===== src/rtl/tq_pkg.sv =====
// Shared widths, codes and types of the tile-to-quad block.
package tq_pkg;

    // Field widths
    localparam int COL_W        = 8;
    localparam int ROW_W        = 8;
    localparam int TILE_W       = 16;
    localparam int SIZE_W       = 9;
    localparam int MAPDIM_W     = 9;
    localparam int COUNT_W      = 2;
    localparam int SHEETCOL_W   = 11;
    localparam int CORNER_W     = 2;
    localparam int SX_W         = 17;
    localparam int SY_W         = 17;
    localparam int TU_W         = 19;
    localparam int TV_W         = 25;

    // Configuration port
    localparam int CFG_IDX_W    = 3;
    localparam int CFG_DATA_W   = 16;

    // Tileset register slots
    localparam int SET_SLOTS    = 2;

    // Parameter defaults
    localparam int MAX_MAP_SIDE_DEF = 256;
    localparam int NUM_TILESETS_DEF = 2;

    // Divider pipeline: quotient bits resolved per stage
    localparam int DIV_STAGES   = 8;
    localparam int DIV_STEPS    = TILE_W / DIV_STAGES;

    // Reset values
    localparam logic [SIZE_W-1:0]     RST_TILE_SIZE  = 9'd16;
    localparam logic [MAPDIM_W-1:0]   RST_MAP_DIM    = 9'd256;
    localparam logic [COUNT_W-1:0]    RST_SETS       = 2'd0;
    localparam logic [TILE_W-1:0]     RST_BASE_ID    = 16'd1;
    localparam logic [SHEETCOL_W-1:0] RST_SHEET_COLS = 11'd1;

    typedef enum logic [CFG_IDX_W-1:0] {
        CFG_TILE_SIZE   = 3'd0,
        CFG_MAP_WIDTH   = 3'd1,
        CFG_MAP_HEIGHT  = 3'd2,
        CFG_SETS_IN_USE = 3'd3,
        CFG_BASE_ZERO   = 3'd4,
        CFG_COLS_ZERO   = 3'd5,
        CFG_BASE_ONE    = 3'd6,
        CFG_COLS_ONE    = 3'd7
    } t_cfg_idx;

    localparam logic [CORNER_W-1:0] CORNER_TL = 2'd0;
    localparam logic [CORNER_W-1:0] CORNER_TR = 2'd1;
    localparam logic [CORNER_W-1:0] CORNER_BR = 2'd2;
    localparam logic [CORNER_W-1:0] CORNER_BL = 2'd3;

    // Side data carried alongside the divider
    typedef struct packed {
        logic [COL_W-1:0] col;
        logic [ROW_W-1:0] row;
        logic             sel;
    } t_tag;

    // Pipeline control into the divider
    typedef struct packed {
        logic en;
        logic valid;
    } t_div_ctl;

    // Partial division state
    typedef struct packed {
        logic [TILE_W-1:0]     q;
        logic [SHEETCOL_W-1:0] r;
    } t_div_st;

endpackage


===== src/rtl/tq_ifs.sv =====
// Channel interfaces: cell requests, vertex results, configuration writes.
interface tq_cell_if;
    logic                        valid;
    logic                        ready;
    logic [tq_pkg::COL_W-1:0]    cell_column;
    logic [tq_pkg::ROW_W-1:0]    cell_row;
    logic [tq_pkg::TILE_W-1:0]   tile_number;

    modport source (output valid, cell_column, cell_row, tile_number, input ready);
    modport sink   (input valid, cell_column, cell_row, tile_number, output ready);
endinterface

interface tq_vtx_if;
    logic                         valid;
    logic                         ready;
    logic                         sheet_index;
    logic [tq_pkg::CORNER_W-1:0]  corner;
    logic [tq_pkg::SX_W-1:0]      screen_x;
    logic [tq_pkg::SY_W-1:0]      screen_y;
    logic [tq_pkg::TU_W-1:0]      texture_u;
    logic [tq_pkg::TV_W-1:0]      texture_v;
    logic                         last_corner;

    modport source (output valid, sheet_index, corner, screen_x, screen_y, texture_u,
                    texture_v, last_corner, input ready);
    modport sink   (input valid, sheet_index, corner, screen_x, screen_y, texture_u,
                    texture_v, last_corner, output ready);
endinterface

interface tq_cfg_if;
    logic                          valid;
    logic                          ready;
    logic [tq_pkg::CFG_IDX_W-1:0]  index;
    logic [tq_pkg::CFG_DATA_W-1:0] data;

    modport source (output valid, index, data, input ready);
    modport sink   (input valid, index, data, output ready);
endinterface


===== src/rtl/tq_div.sv =====
// Pipelined restoring divider: tile index split into sheet row and column.
module tq_div (
    input  logic                              i_clk,
    input  logic                              i_rst_n,
    input  tq_pkg::t_div_ctl                  i_ctl,
    input  logic [tq_pkg::TILE_W-1:0]         i_dividend,
    input  logic [tq_pkg::SHEETCOL_W-1:0]     i_divisor,
    input  tq_pkg::t_tag                      i_tag,
    output logic                              o_valid,
    output logic [tq_pkg::TILE_W-1:0]         o_quot,
    output logic [tq_pkg::SHEETCOL_W-1:0]     o_rem,
    output logic [tq_pkg::SHEETCOL_W-1:0]     o_divisor,
    output tq_pkg::t_tag                      o_tag
);

    localparam int S  = tq_pkg::DIV_STAGES;
    localparam int K  = tq_pkg::DIV_STEPS;
    localparam int DW = tq_pkg::TILE_W;
    localparam int VW = tq_pkg::SHEETCOL_W;

    // K quotient bits: dividend bits shift out of q's top, quotient bits in at bottom
    function automatic tq_pkg::t_div_st div_steps(input logic [DW-1:0] q_in,
                                                  input logic [VW-1:0] r_in,
                                                  input logic [VW-1:0] d);
        logic [DW-1:0] q;
        logic [VW-1:0] r;
        logic [VW:0]   t;
        tq_pkg::t_div_st res;
        q = q_in;
        r = r_in;
        for (int k = 0; k < K; k++) begin
            t = {r, q[DW-1]};
            q = {q[DW-2:0], 1'b0};
            if (t >= {1'b0, d}) begin
                t    = t - {1'b0, d};
                q[0] = 1'b1;
            end
            r = t[VW-1:0];
        end
        res.q = q;
        res.r = r;
        return res;
    endfunction

    logic [S-1:0]    r_v;
    logic [DW-1:0]   r_q   [S];
    logic [VW-1:0]   r_r   [S];
    logic [VW-1:0]   r_d   [S];
    tq_pkg::t_tag    r_tag [S];
    tq_pkg::t_div_st n_st  [S];

    always_ff @(posedge i_clk) begin
        if (!i_rst_n) begin
            r_v <= '0;
        end else if (i_ctl.en) begin
            r_v <= {r_v[S-2:0], i_ctl.valid};
        end
    end

    for (genvar gs = 0; gs < S; gs++) begin : g_stage
        if (gs == 0) begin : g_first
            assign n_st[gs] = div_steps(i_dividend, '0, i_divisor);
            always_ff @(posedge i_clk) begin
                if (i_ctl.en) begin
                    r_q[gs]   <= n_st[gs].q;
                    r_r[gs]   <= n_st[gs].r;
                    r_d[gs]   <= i_divisor;
                    r_tag[gs] <= i_tag;
                end
            end
        end else begin : g_next
            assign n_st[gs] = div_steps(r_q[gs-1], r_r[gs-1], r_d[gs-1]);
            always_ff @(posedge i_clk) begin
                if (i_ctl.en) begin
                    r_q[gs]   <= n_st[gs].q;
                    r_r[gs]   <= n_st[gs].r;
                    r_d[gs]   <= r_d[gs-1];
                    r_tag[gs] <= r_tag[gs-1];
                end
            end
        end
    end

    assign o_valid   = r_v[S-1];
    assign o_quot    = r_q[S-1];
    assign o_rem     = r_r[S-1];
    assign o_divisor = r_d[S-1];
    assign o_tag     = r_tag[S-1];

endmodule


===== src/rtl/tile_to_textured_quad_unit.sv =====
// Top level: map cell requests in, four textured quad vertices out per drawn tile.
//
// Channels: i_cell takes one map cell request (column, row, global tile number);
// o_vtx delivers vertices (tileset, corner, screen x/y, texture u/v, last flag),
// four per drawn tile in the order top-left, top-right, bottom-right, bottom-left.
// i_cfg writes the eight setup registers; it is always ready and must only be
// used while no request is in flight.
// Empty cells, cells outside the map and tiles below the base of every tileset in use give
// no vertices and are dropped in the decode stage.
// Pipeline: decode stage, eight divider stages (two quotient bits each), one
// multiply stage, then the vertex register, which presents the first vertex of
// a tile on o_vtx.
// Flow: a request enters every cycle while i_cell.ready is high. The vertex register
// issues one vertex per cycle while o_vtx.ready is high; empty cells cost one
// pipeline slot. Sustained rate is set by the single vertex port.
// Stall: the vertex register holds a tile for its four vertices, longer while the
// receiver holds ready low; if the multiply stage also holds a tile the whole pipeline
// freezes, and i_cell.ready falls only then. Nothing is lost or repeated.
// Reset (i_rst_n low at a clock edge) empties the pipeline and loads the
// setup registers with their defaults.
module tile_to_textured_quad_unit #(
    parameter int MAX_MAP_SIDE = tq_pkg::MAX_MAP_SIDE_DEF,
    parameter int NUM_TILESETS = tq_pkg::NUM_TILESETS_DEF
) (
    input  logic        i_clk,
    input  logic        i_rst_n,
    tq_cell_if.sink     i_cell,
    tq_vtx_if.source    o_vtx,
    tq_cfg_if.sink      i_cfg
);

    localparam int SideW  = $clog2(MAX_MAP_SIDE + 1);
    localparam int LimW   = (SideW > tq_pkg::MAPDIM_W) ? SideW : tq_pkg::MAPDIM_W;
    localparam int SetLim = (NUM_TILESETS < tq_pkg::SET_SLOTS) ? NUM_TILESETS
                                                               : tq_pkg::SET_SLOTS;
    localparam logic [LimW-1:0]             SideLim = LimW'(MAX_MAP_SIDE);
    localparam logic [tq_pkg::COUNT_W-1:0]  SetLimC = tq_pkg::COUNT_W'(SetLim);

    // ---------------- setup registers ----------------
    logic [tq_pkg::SIZE_W-1:0]     r_tile_size;
    logic [tq_pkg::MAPDIM_W-1:0]   r_map_width;
    logic [tq_pkg::MAPDIM_W-1:0]   r_map_height;
    logic [tq_pkg::COUNT_W-1:0]    r_sets;
    logic [tq_pkg::TILE_W-1:0]     r_base [tq_pkg::SET_SLOTS];
    logic [tq_pkg::SHEETCOL_W-1:0] r_cols [tq_pkg::SET_SLOTS];

    assign i_cfg.ready = 1'b1;

    always_ff @(posedge i_clk) begin
        if (!i_rst_n) begin
            r_tile_size  <= tq_pkg::RST_TILE_SIZE;
            r_map_width  <= tq_pkg::RST_MAP_DIM;
            r_map_height <= tq_pkg::RST_MAP_DIM;
            r_sets       <= tq_pkg::RST_SETS;
            r_base[0]    <= tq_pkg::RST_BASE_ID;
            r_base[1]    <= tq_pkg::RST_BASE_ID;
            r_cols[0]    <= tq_pkg::RST_SHEET_COLS;
            r_cols[1]    <= tq_pkg::RST_SHEET_COLS;
        end else if (i_cfg.valid) begin
            unique case (tq_pkg::t_cfg_idx'(i_cfg.index))
                tq_pkg::CFG_TILE_SIZE:   r_tile_size  <= i_cfg.data[tq_pkg::SIZE_W-1:0];
                tq_pkg::CFG_MAP_WIDTH:   r_map_width  <= i_cfg.data[tq_pkg::MAPDIM_W-1:0];
                tq_pkg::CFG_MAP_HEIGHT:  r_map_height <= i_cfg.data[tq_pkg::MAPDIM_W-1:0];
                tq_pkg::CFG_SETS_IN_USE: r_sets       <= i_cfg.data[tq_pkg::COUNT_W-1:0];
                tq_pkg::CFG_BASE_ZERO:   r_base[0]    <= i_cfg.data[tq_pkg::TILE_W-1:0];
                tq_pkg::CFG_COLS_ZERO:   r_cols[0]    <= i_cfg.data[tq_pkg::SHEETCOL_W-1:0];
                tq_pkg::CFG_BASE_ONE:    r_base[1]    <= i_cfg.data[tq_pkg::TILE_W-1:0];
                tq_pkg::CFG_COLS_ONE:    r_cols[1]    <= i_cfg.data[tq_pkg::SHEETCOL_W-1:0];
            endcase
        end
    end

    // ---------------- pipeline control ----------------
    logic en;          // whole pipeline advances
    logic emit_load;   // vertex register takes the next tile
    logic out_fire;
    logic r_m_v;
    logic r_e_busy;
    logic [tq_pkg::CORNER_W-1:0] r_corner;

    assign out_fire     = r_e_busy && o_vtx.ready;
    assign emit_load    = !r_e_busy || (out_fire && (r_corner == tq_pkg::CORNER_BL));
    assign en           = !r_m_v || emit_load;
    assign i_cell.ready = en;

    // ---------------- decode stage ----------------
    logic [LimW-1:0]                w_lim, h_lim;
    logic [tq_pkg::COUNT_W-1:0]     set_cnt;
    logic                           hit0, hit1, drop;
    logic [tq_pkg::TILE_W-1:0]      base_sel;
    logic [tq_pkg::SHEETCOL_W-1:0]  cols_sel;

    always_comb begin
        w_lim    = (LimW'(r_map_width) > SideLim) ? SideLim : LimW'(r_map_width);
        h_lim    = (LimW'(r_map_height) > SideLim) ? SideLim : LimW'(r_map_height);
        set_cnt  = (r_sets > SetLimC) ? SetLimC : r_sets;
        // highest tileset in use whose base is at or below the tile wins
        hit1     = (set_cnt >= 2'd2) && (i_cell.tile_number >= r_base[1]);
        hit0     = (set_cnt >= 2'd1) && (i_cell.tile_number >= r_base[0]);
        base_sel = hit1 ? r_base[1] : r_base[0];
        cols_sel = hit1 ? r_cols[1] : r_cols[0];
        if (cols_sel == '0) begin
            cols_sel = tq_pkg::SHEETCOL_W'(1);
        end
        drop     = (i_cell.tile_number == '0)
                || (LimW'(i_cell.cell_column) >= w_lim)
                || (LimW'(i_cell.cell_row) >= h_lim)
                || !(hit0 || hit1);
    end

    logic                           r_a_v;
    logic [tq_pkg::TILE_W-1:0]      r_a_index;
    logic [tq_pkg::SHEETCOL_W-1:0]  r_a_cols;
    tq_pkg::t_tag                   r_a_tag;

    always_ff @(posedge i_clk) begin
        if (!i_rst_n) begin
            r_a_v <= 1'b0;
        end else if (en) begin
            r_a_v <= i_cell.valid && !drop;
        end
    end

    always_ff @(posedge i_clk) begin
        if (en) begin
            r_a_index   <= i_cell.tile_number - base_sel;
            r_a_cols    <= cols_sel;
            r_a_tag.col <= i_cell.cell_column;
            r_a_tag.row <= i_cell.cell_row;
            r_a_tag.sel <= hit1;
        end
    end

    // ---------------- divider ----------------
    tq_pkg::t_div_ctl               div_ctl;
    logic                           div_v;
    logic [tq_pkg::TILE_W-1:0]      div_quot;
    logic [tq_pkg::SHEETCOL_W-1:0]  div_rem;
    logic [tq_pkg::SHEETCOL_W-1:0]  div_cols;
    tq_pkg::t_tag                   div_tag;

    assign div_ctl.en    = en;
    assign div_ctl.valid = r_a_v;

    tq_div u_div (
        .i_clk      (i_clk),
        .i_rst_n    (i_rst_n),
        .i_ctl      (div_ctl),
        .i_dividend (r_a_index),
        .i_divisor  (r_a_cols),
        .i_tag      (r_a_tag),
        .o_valid    (div_v),
        .o_quot     (div_quot),
        .o_rem      (div_rem),
        .o_divisor  (div_cols),
        .o_tag      (div_tag)
    );

    // ---------------- multiply stage: top-left corner values ----------------
    logic [tq_pkg::SX_W-1:0]  r_m_x;
    logic [tq_pkg::SY_W-1:0]  r_m_y;
    logic [tq_pkg::TU_W-1:0]  r_m_u;
    logic [tq_pkg::TV_W-1:0]  r_m_v0;
    logic                     r_m_sel;
    logic [19:0]              prod_u;   // 11 x 9 bits
    logic [tq_pkg::TV_W-1:0]  prod_v;   // 16 x 9 bits

    assign prod_u = {9'd0, div_rem} * {11'd0, r_tile_size};
    assign prod_v = {9'd0, div_quot} * {16'd0, r_tile_size};

    always_ff @(posedge i_clk) begin
        if (!i_rst_n) begin
            r_m_v <= 1'b0;
        end else if (en) begin
            r_m_v <= div_v;
        end
    end

    always_ff @(posedge i_clk) begin
        if (en) begin
            r_m_x   <= {9'd0, div_tag.col} * {8'd0, r_tile_size};
            r_m_y   <= {9'd0, div_tag.row} * {8'd0, r_tile_size};
            r_m_u   <= prod_u[tq_pkg::TU_W-1:0];
            r_m_v0  <= prod_v;
            r_m_sel <= div_tag.sel;
        end
    end

    // ---------------- vertex register ----------------
    // holds both edges of the quad; corner selects among them
    logic [tq_pkg::SX_W-1:0]  r_xa, r_xb;
    logic [tq_pkg::SY_W-1:0]  r_ya, r_yb;
    logic [tq_pkg::TU_W-1:0]  r_ua, r_ub;
    logic [tq_pkg::TV_W-1:0]  r_va, r_vb;
    logic                     r_e_sel;

    always_ff @(posedge i_clk) begin
        if (!i_rst_n) begin
            r_e_busy <= 1'b0;
            r_corner <= tq_pkg::CORNER_TL;
        end else if (emit_load) begin
            r_e_busy <= r_m_v;
            r_corner <= tq_pkg::CORNER_TL;
        end else if (out_fire) begin
            r_corner <= r_corner + tq_pkg::CORNER_W'(1);
        end
    end

    always_ff @(posedge i_clk) begin
        if (emit_load) begin
            r_e_sel <= r_m_sel;
            r_xa    <= r_m_x;
            r_xb    <= r_m_x + {8'd0, r_tile_size};
            r_ya    <= r_m_y;
            r_yb    <= r_m_y + {8'd0, r_tile_size};
            r_ua    <= r_m_u;
            r_ub    <= r_m_u + {10'd0, r_tile_size};
            r_va    <= r_m_v0;
            r_vb    <= r_m_v0 + {16'd0, r_tile_size};
        end
    end

    logic right_edge, bottom_edge;
    assign right_edge  = (r_corner == tq_pkg::CORNER_TR) || (r_corner == tq_pkg::CORNER_BR);
    assign bottom_edge = (r_corner == tq_pkg::CORNER_BR) || (r_corner == tq_pkg::CORNER_BL);

    assign o_vtx.valid       = r_e_busy;
    assign o_vtx.sheet_index = r_e_sel;
    assign o_vtx.corner      = r_corner;
    assign o_vtx.screen_x    = right_edge  ? r_xb : r_xa;
    assign o_vtx.screen_y    = bottom_edge ? r_yb : r_ya;
    assign o_vtx.texture_u   = right_edge  ? r_ub : r_ua;
    assign o_vtx.texture_v   = bottom_edge ? r_vb : r_va;
    assign o_vtx.last_corner = (r_corner == tq_pkg::CORNER_BL);

    // ---------------- assertions ----------------
    a_rem_below_cols: assert property (@(posedge i_clk) disable iff (!i_rst_n)
        div_v |-> (div_rem < div_cols))
        else $error("divider remainder not below column count");

    a_corner_advance: assert property (@(posedge i_clk) disable iff (!i_rst_n)
        (o_vtx.valid && o_vtx.ready && !o_vtx.last_corner)
        |=> (o_vtx.valid && (o_vtx.corner == $past(o_vtx.corner) + 2'd1)))
        else $error("quad ended before its last corner");

    a_stall_only_full: assert property (@(posedge i_clk) disable iff (!i_rst_n)
        !i_cell.ready |-> (r_m_v && r_e_busy && !(o_vtx.ready && o_vtx.last_corner)))
        else $error("request stalled with room in the pipeline");

    a_new_quad_tl: assert property (@(posedge i_clk) disable iff (!i_rst_n)
        (o_vtx.valid && o_vtx.ready && o_vtx.last_corner)
        |=> (!o_vtx.valid || (o_vtx.corner == tq_pkg::CORNER_TL)))
        else $error("quad did not start at top-left corner");

endmodule

===== src/flat_wrapper.sv =====
// flat-port wrapper written by rule: the top's interface ports become plain ports
module tile_to_textured_quad_unit_flat 
#(
    parameter int MAX_MAP_SIDE = tq_pkg::MAX_MAP_SIDE_DEF,
    parameter int NUM_TILESETS = tq_pkg::NUM_TILESETS_DEF
)
  (i_clk, i_rst_n, i_cell_valid, i_cell_cell_column, i_cell_cell_row, i_cell_tile_number, i_cell_ready, o_vtx_valid, o_vtx_sheet_index, o_vtx_corner, o_vtx_screen_x, o_vtx_screen_y, o_vtx_texture_u, o_vtx_texture_v, o_vtx_last_corner, o_vtx_ready, i_cfg_valid, i_cfg_index, i_cfg_data, i_cfg_ready);
  tq_cell_if i_cell_i ();
  tq_vtx_if o_vtx_i ();
  tq_cfg_if i_cfg_i ();
  input  logic i_clk;
  input  logic i_rst_n;
  input wire logic [$bits(i_cell_i.valid)-1:0] i_cell_valid;
  input wire logic [$bits(i_cell_i.cell_column)-1:0] i_cell_cell_column;
  input wire logic [$bits(i_cell_i.cell_row)-1:0] i_cell_cell_row;
  input wire logic [$bits(i_cell_i.tile_number)-1:0] i_cell_tile_number;
  output wire logic [$bits(i_cell_i.ready)-1:0] i_cell_ready;
  output wire logic [$bits(o_vtx_i.valid)-1:0] o_vtx_valid;
  output wire logic [$bits(o_vtx_i.sheet_index)-1:0] o_vtx_sheet_index;
  output wire logic [$bits(o_vtx_i.corner)-1:0] o_vtx_corner;
  output wire logic [$bits(o_vtx_i.screen_x)-1:0] o_vtx_screen_x;
  output wire logic [$bits(o_vtx_i.screen_y)-1:0] o_vtx_screen_y;
  output wire logic [$bits(o_vtx_i.texture_u)-1:0] o_vtx_texture_u;
  output wire logic [$bits(o_vtx_i.texture_v)-1:0] o_vtx_texture_v;
  output wire logic [$bits(o_vtx_i.last_corner)-1:0] o_vtx_last_corner;
  input wire logic [$bits(o_vtx_i.ready)-1:0] o_vtx_ready;
  input wire logic [$bits(i_cfg_i.valid)-1:0] i_cfg_valid;
  input wire logic [$bits(i_cfg_i.index)-1:0] i_cfg_index;
  input wire logic [$bits(i_cfg_i.data)-1:0] i_cfg_data;
  output wire logic [$bits(i_cfg_i.ready)-1:0] i_cfg_ready;
  assign i_cell_i.valid = i_cell_valid;
  assign i_cell_i.cell_column = i_cell_cell_column;
  assign i_cell_i.cell_row = i_cell_cell_row;
  assign i_cell_i.tile_number = i_cell_tile_number;
  assign i_cell_ready = i_cell_i.ready;
  assign o_vtx_valid = o_vtx_i.valid;
  assign o_vtx_sheet_index = o_vtx_i.sheet_index;
  assign o_vtx_corner = o_vtx_i.corner;
  assign o_vtx_screen_x = o_vtx_i.screen_x;
  assign o_vtx_screen_y = o_vtx_i.screen_y;
  assign o_vtx_texture_u = o_vtx_i.texture_u;
  assign o_vtx_texture_v = o_vtx_i.texture_v;
  assign o_vtx_last_corner = o_vtx_i.last_corner;
  assign o_vtx_i.ready = o_vtx_ready;
  assign i_cfg_i.valid = i_cfg_valid;
  assign i_cfg_i.index = i_cfg_index;
  assign i_cfg_i.data = i_cfg_data;
  assign i_cfg_ready = i_cfg_i.ready;
  tile_to_textured_quad_unit #(.MAX_MAP_SIDE(MAX_MAP_SIDE), .NUM_TILESETS(NUM_TILESETS)) u_core (.i_clk(i_clk), .i_rst_n(i_rst_n), .i_cell(i_cell_i), .o_vtx(o_vtx_i), .i_cfg(i_cfg_i));
endmodule

===== config.mk =====
export PLATFORM = sky130hd
export DESIGN_NAME = tile_to_textured_quad_unit_flat
export DESIGN_NICKNAME = d
export VERILOG_FILES = /design/src/rtl/tq_pkg.sv /design/src/rtl/tq_ifs.sv /design/src/rtl/tq_div.sv /design/src/rtl/tile_to_textured_quad_unit.sv /design/src/flat_wrapper.sv
export SDC_FILE = /design/constraint.sdc
export NUM_CORES = 2
export LEC_CHECK = 0
export ABC_AREA = 0
export BUFFER_PORTS_ARGS = -buffer_cell sky130_fd_sc_hd__buf_2
export CAP_MARGIN = 15
export CORE_AREA = 10 10 375 377
export CTS_CLUSTER_DIAMETER = 200
export DETAILED_ROUTE_END_ITERATION = 16
export DIE_AREA = 0 0 385 387
export GPL_ROUTABILITY_DRIVEN = 1
export SYNTH_ARGS = -nofsm -noshare
export SYNTH_HDL_FRONTEND = slang
export SYNTH_HIERARCHICAL = 1
export SYNTH_SLANG_ARGS = --single-unit

===== constraint.sdc =====
create_clock -name i_clk -period 18.29 [get_ports i_clk]
set_clock_uncertainty 0.15 [all_clocks]
set_input_delay 3.658 -clock i_clk [delete_from_list [all_inputs] [get_ports i_clk]]
set_output_delay 3.658 -clock i_clk [all_outputs]
set_load 0.05 [all_outputs]

==> metrics <==
DR WL/cell 17.0 um; Multi-input gate area 0.0255 sq mm; First-pass DRT Iterations 5; Max Slew Vio Count 0; post-DP HPWL 82,600 um; Die X 385 um; post-route ant nets 0; Critical Path Slowest Stage Cell a21boi_0; htree depth 3; Boundary Pins 141; sequential power share 34.4%; critical-path cell list buf_2 > a21boi_0 > and2_1 > clkinvlp_4 > buf_2; Total Routing Usage GR 14.8%; initial antenna violation count 7; worst-skew pair later-pin latency 0.69 ns; Die Y-Extent 387 um; Root Driver clkbuf_16; Num Clock Sinks 805; delay-heaviest family, CP buffers and inverters; worst slew pin tran 1.19 ns; first-pass GRT wire length 179,000 um; # DRC 0; combinational power share 42.6%; post_cts resized 0; CP bufs+invs 3; Slew HR 21.0%; Final setup viols 0; Worst Slack Setup Final 8.70 ns; Layout area overhead 10.5%; std cell rows 134; crit-path max FO 29; DR vias/cell 5.01; # port buffers 139; via count 32,800; PwrDens 138 mW/mm^2; area of the core 0.133 sq mm; drt initial violations 1,710; Clock Tree Buf Depth 3; upper clock frequency limit 104 MHz; NetSw 0.00286 W; # hold bufs at CTS 0; final worst-path cycle share 52.4%; Avg Inst Size Synth 11.4 sq um; clock group share of total power 23.0%; fillers 12,500; Reg area 0.0238 sq mm; # Post-CTS Setup Buffers 0; detailed-route wire length 111,000 um; TritonCTS clock tree yes; Final Hold Fails 0; Crit Path Class in -> out; Initial Util 39.3%; slowest cell delay on critical path 0.60 ns; synth warn 6; crit path time final 9.59 ns; TNS Setup 0 ns; grt ovf 0; Hold Crit Class reg -> reg; GP Congestion 0.849; CP endpoint kind output port; cts bufs inserted 89; cell count after synthesis 4,586; Worst path most repeated cell buf_2; synthesized cell area 0.0523 sq mm; Worst setup SP type input port; total die area 0.149 sq mm; Reg clk slew, reported paths 0.06 ns; number of global-route vias before repair 33,700; Internal Pwr Total 0.00510 W; reg-to-reg slack, setup 12.33 ns; Final Power 0.00797 W; crit path DAT 5.78 ns; Sw Share 35.9%; Post-Syn Nets 5,333; Critical Path RT 14.48 ns; dpl ws 8.64 ns; largest net degree at the start of global routing 164; layout cells sized above 1 11.2%; Nets 5,436; RSZ-0062 raised after global routing false; status finished, final reports clean; P_leak 25.9 nW; max-cap viol count 0; VDD IR max 86.2 uV; Final Core Density 43.5%
## path summary, 6_finish.rpt
| kind | start | to | cells past startpoint |
|---|---|---|---|
| setup reg to reg | u_core/r_tile_size[2] | u_core/r_m_v0[24] | 18 |
| hold / removal | u_core/u_div/r_tag[0][29] | u_core/u_div/r_tag[0][46] | 0 |
| hold reg to reg | u_core/u_div/r_tag[0][29] | u_core/u_div/r_tag[0][46] | 0 |
| setup / recovery | o_vtx_ready | i_cell_ready | 5 |
## flip-flops by register name, summed over array words and instances, names as in the netlist, 19 cells and up
signal	flops
u_core/r_base	32
u_core/r_cols	22
u_core/r_m_u	19
u_core/r_m_v0	25
u_core/r_ua	19
u_core/r_ub	19
u_core/r_va	25
u_core/r_vb	25
u_core/u_div/r_d	77
u_core/u_div/r_q	128
u_core/u_div/r_r	88
u_core/u_div/r_tag	136
## power by group through the flow
stage | combinational (W) | clock [W] | sequential [W]
after global placement | 0.00333 | 0 | 0.00277
after floorplan | 0.00280 | 0 | 0.00262
after CTS | 0.00340 | 0.00189 | 0.00274
after detailed placement | 0.00337 | 0 | 0.00277
after global routing | 0.00381 | 0.00197 | 0.00277
final | 0.00339 | 0.00184 | 0.00274
## layout make-up
| class | instances | area share [%] |
|---|---|---|
| multi-input combinational | 3007 | 44.1 |
| sequential | 805 | 41.1 |
| clock buffer | 111 | 4.12 |
| inverter | 617 | 4.03 |
| tap | 1768 | 3.83 |
| timing repair buffer | 169 | 1.63 |
| clock inverter | 55 | 1.13 |
| antenna | 2 | 0.00866 |
## placed cells by master, fill, tap and decap left out, types with 20 or more instances in the layout
cell type  count
a21boi_0      20
a21o_1        63
a21oi_1      198
a31oi_1       28
and2_1       225
and3_1        33
buf_2        140
buf_4         27
clkbuf_16     90
dfxtp_1       33
edfxtp_1     763
fa_1         266
ha_1         424
inv_1        611
mux2_2       163
mux2i_1       49
nand2_1      392
nand2b_1      32
nand3_1       53
nand4_1       35
nor2_1       218
nor2b_1       51
nor3_1        80
nor4_1        24
o211ai_1      27
o21a_1        28
o21ai_0      129
xnor2_1      141
xor2_1       101
## stage by stage
stage / hold WS [ns] / cell area (sq um) / cells
floorplan: 0.250 / 52300 / 4586
global placement: 0.250 / 54700 / 6364
detailed placement: 0.255 / 54700 / 6364
CTS: 0.246 / 57800 / 6530
global route: 0.252 / 57800 / 6532
finish: 0.247 / 57800 / 6534
## layer usage
layer / vias up / share of wire [%] / track usage (%)
li1: 16100 / - / -
met1: 15900 / 46 / 19.5
met3: 181 / 4.1 / 2.68
met4: 2 / 2.9 / 4.60
met5: - / 0.012 / 0
met2: 582 / 47 / 24.7
Power figures use the tool's default switching activity.
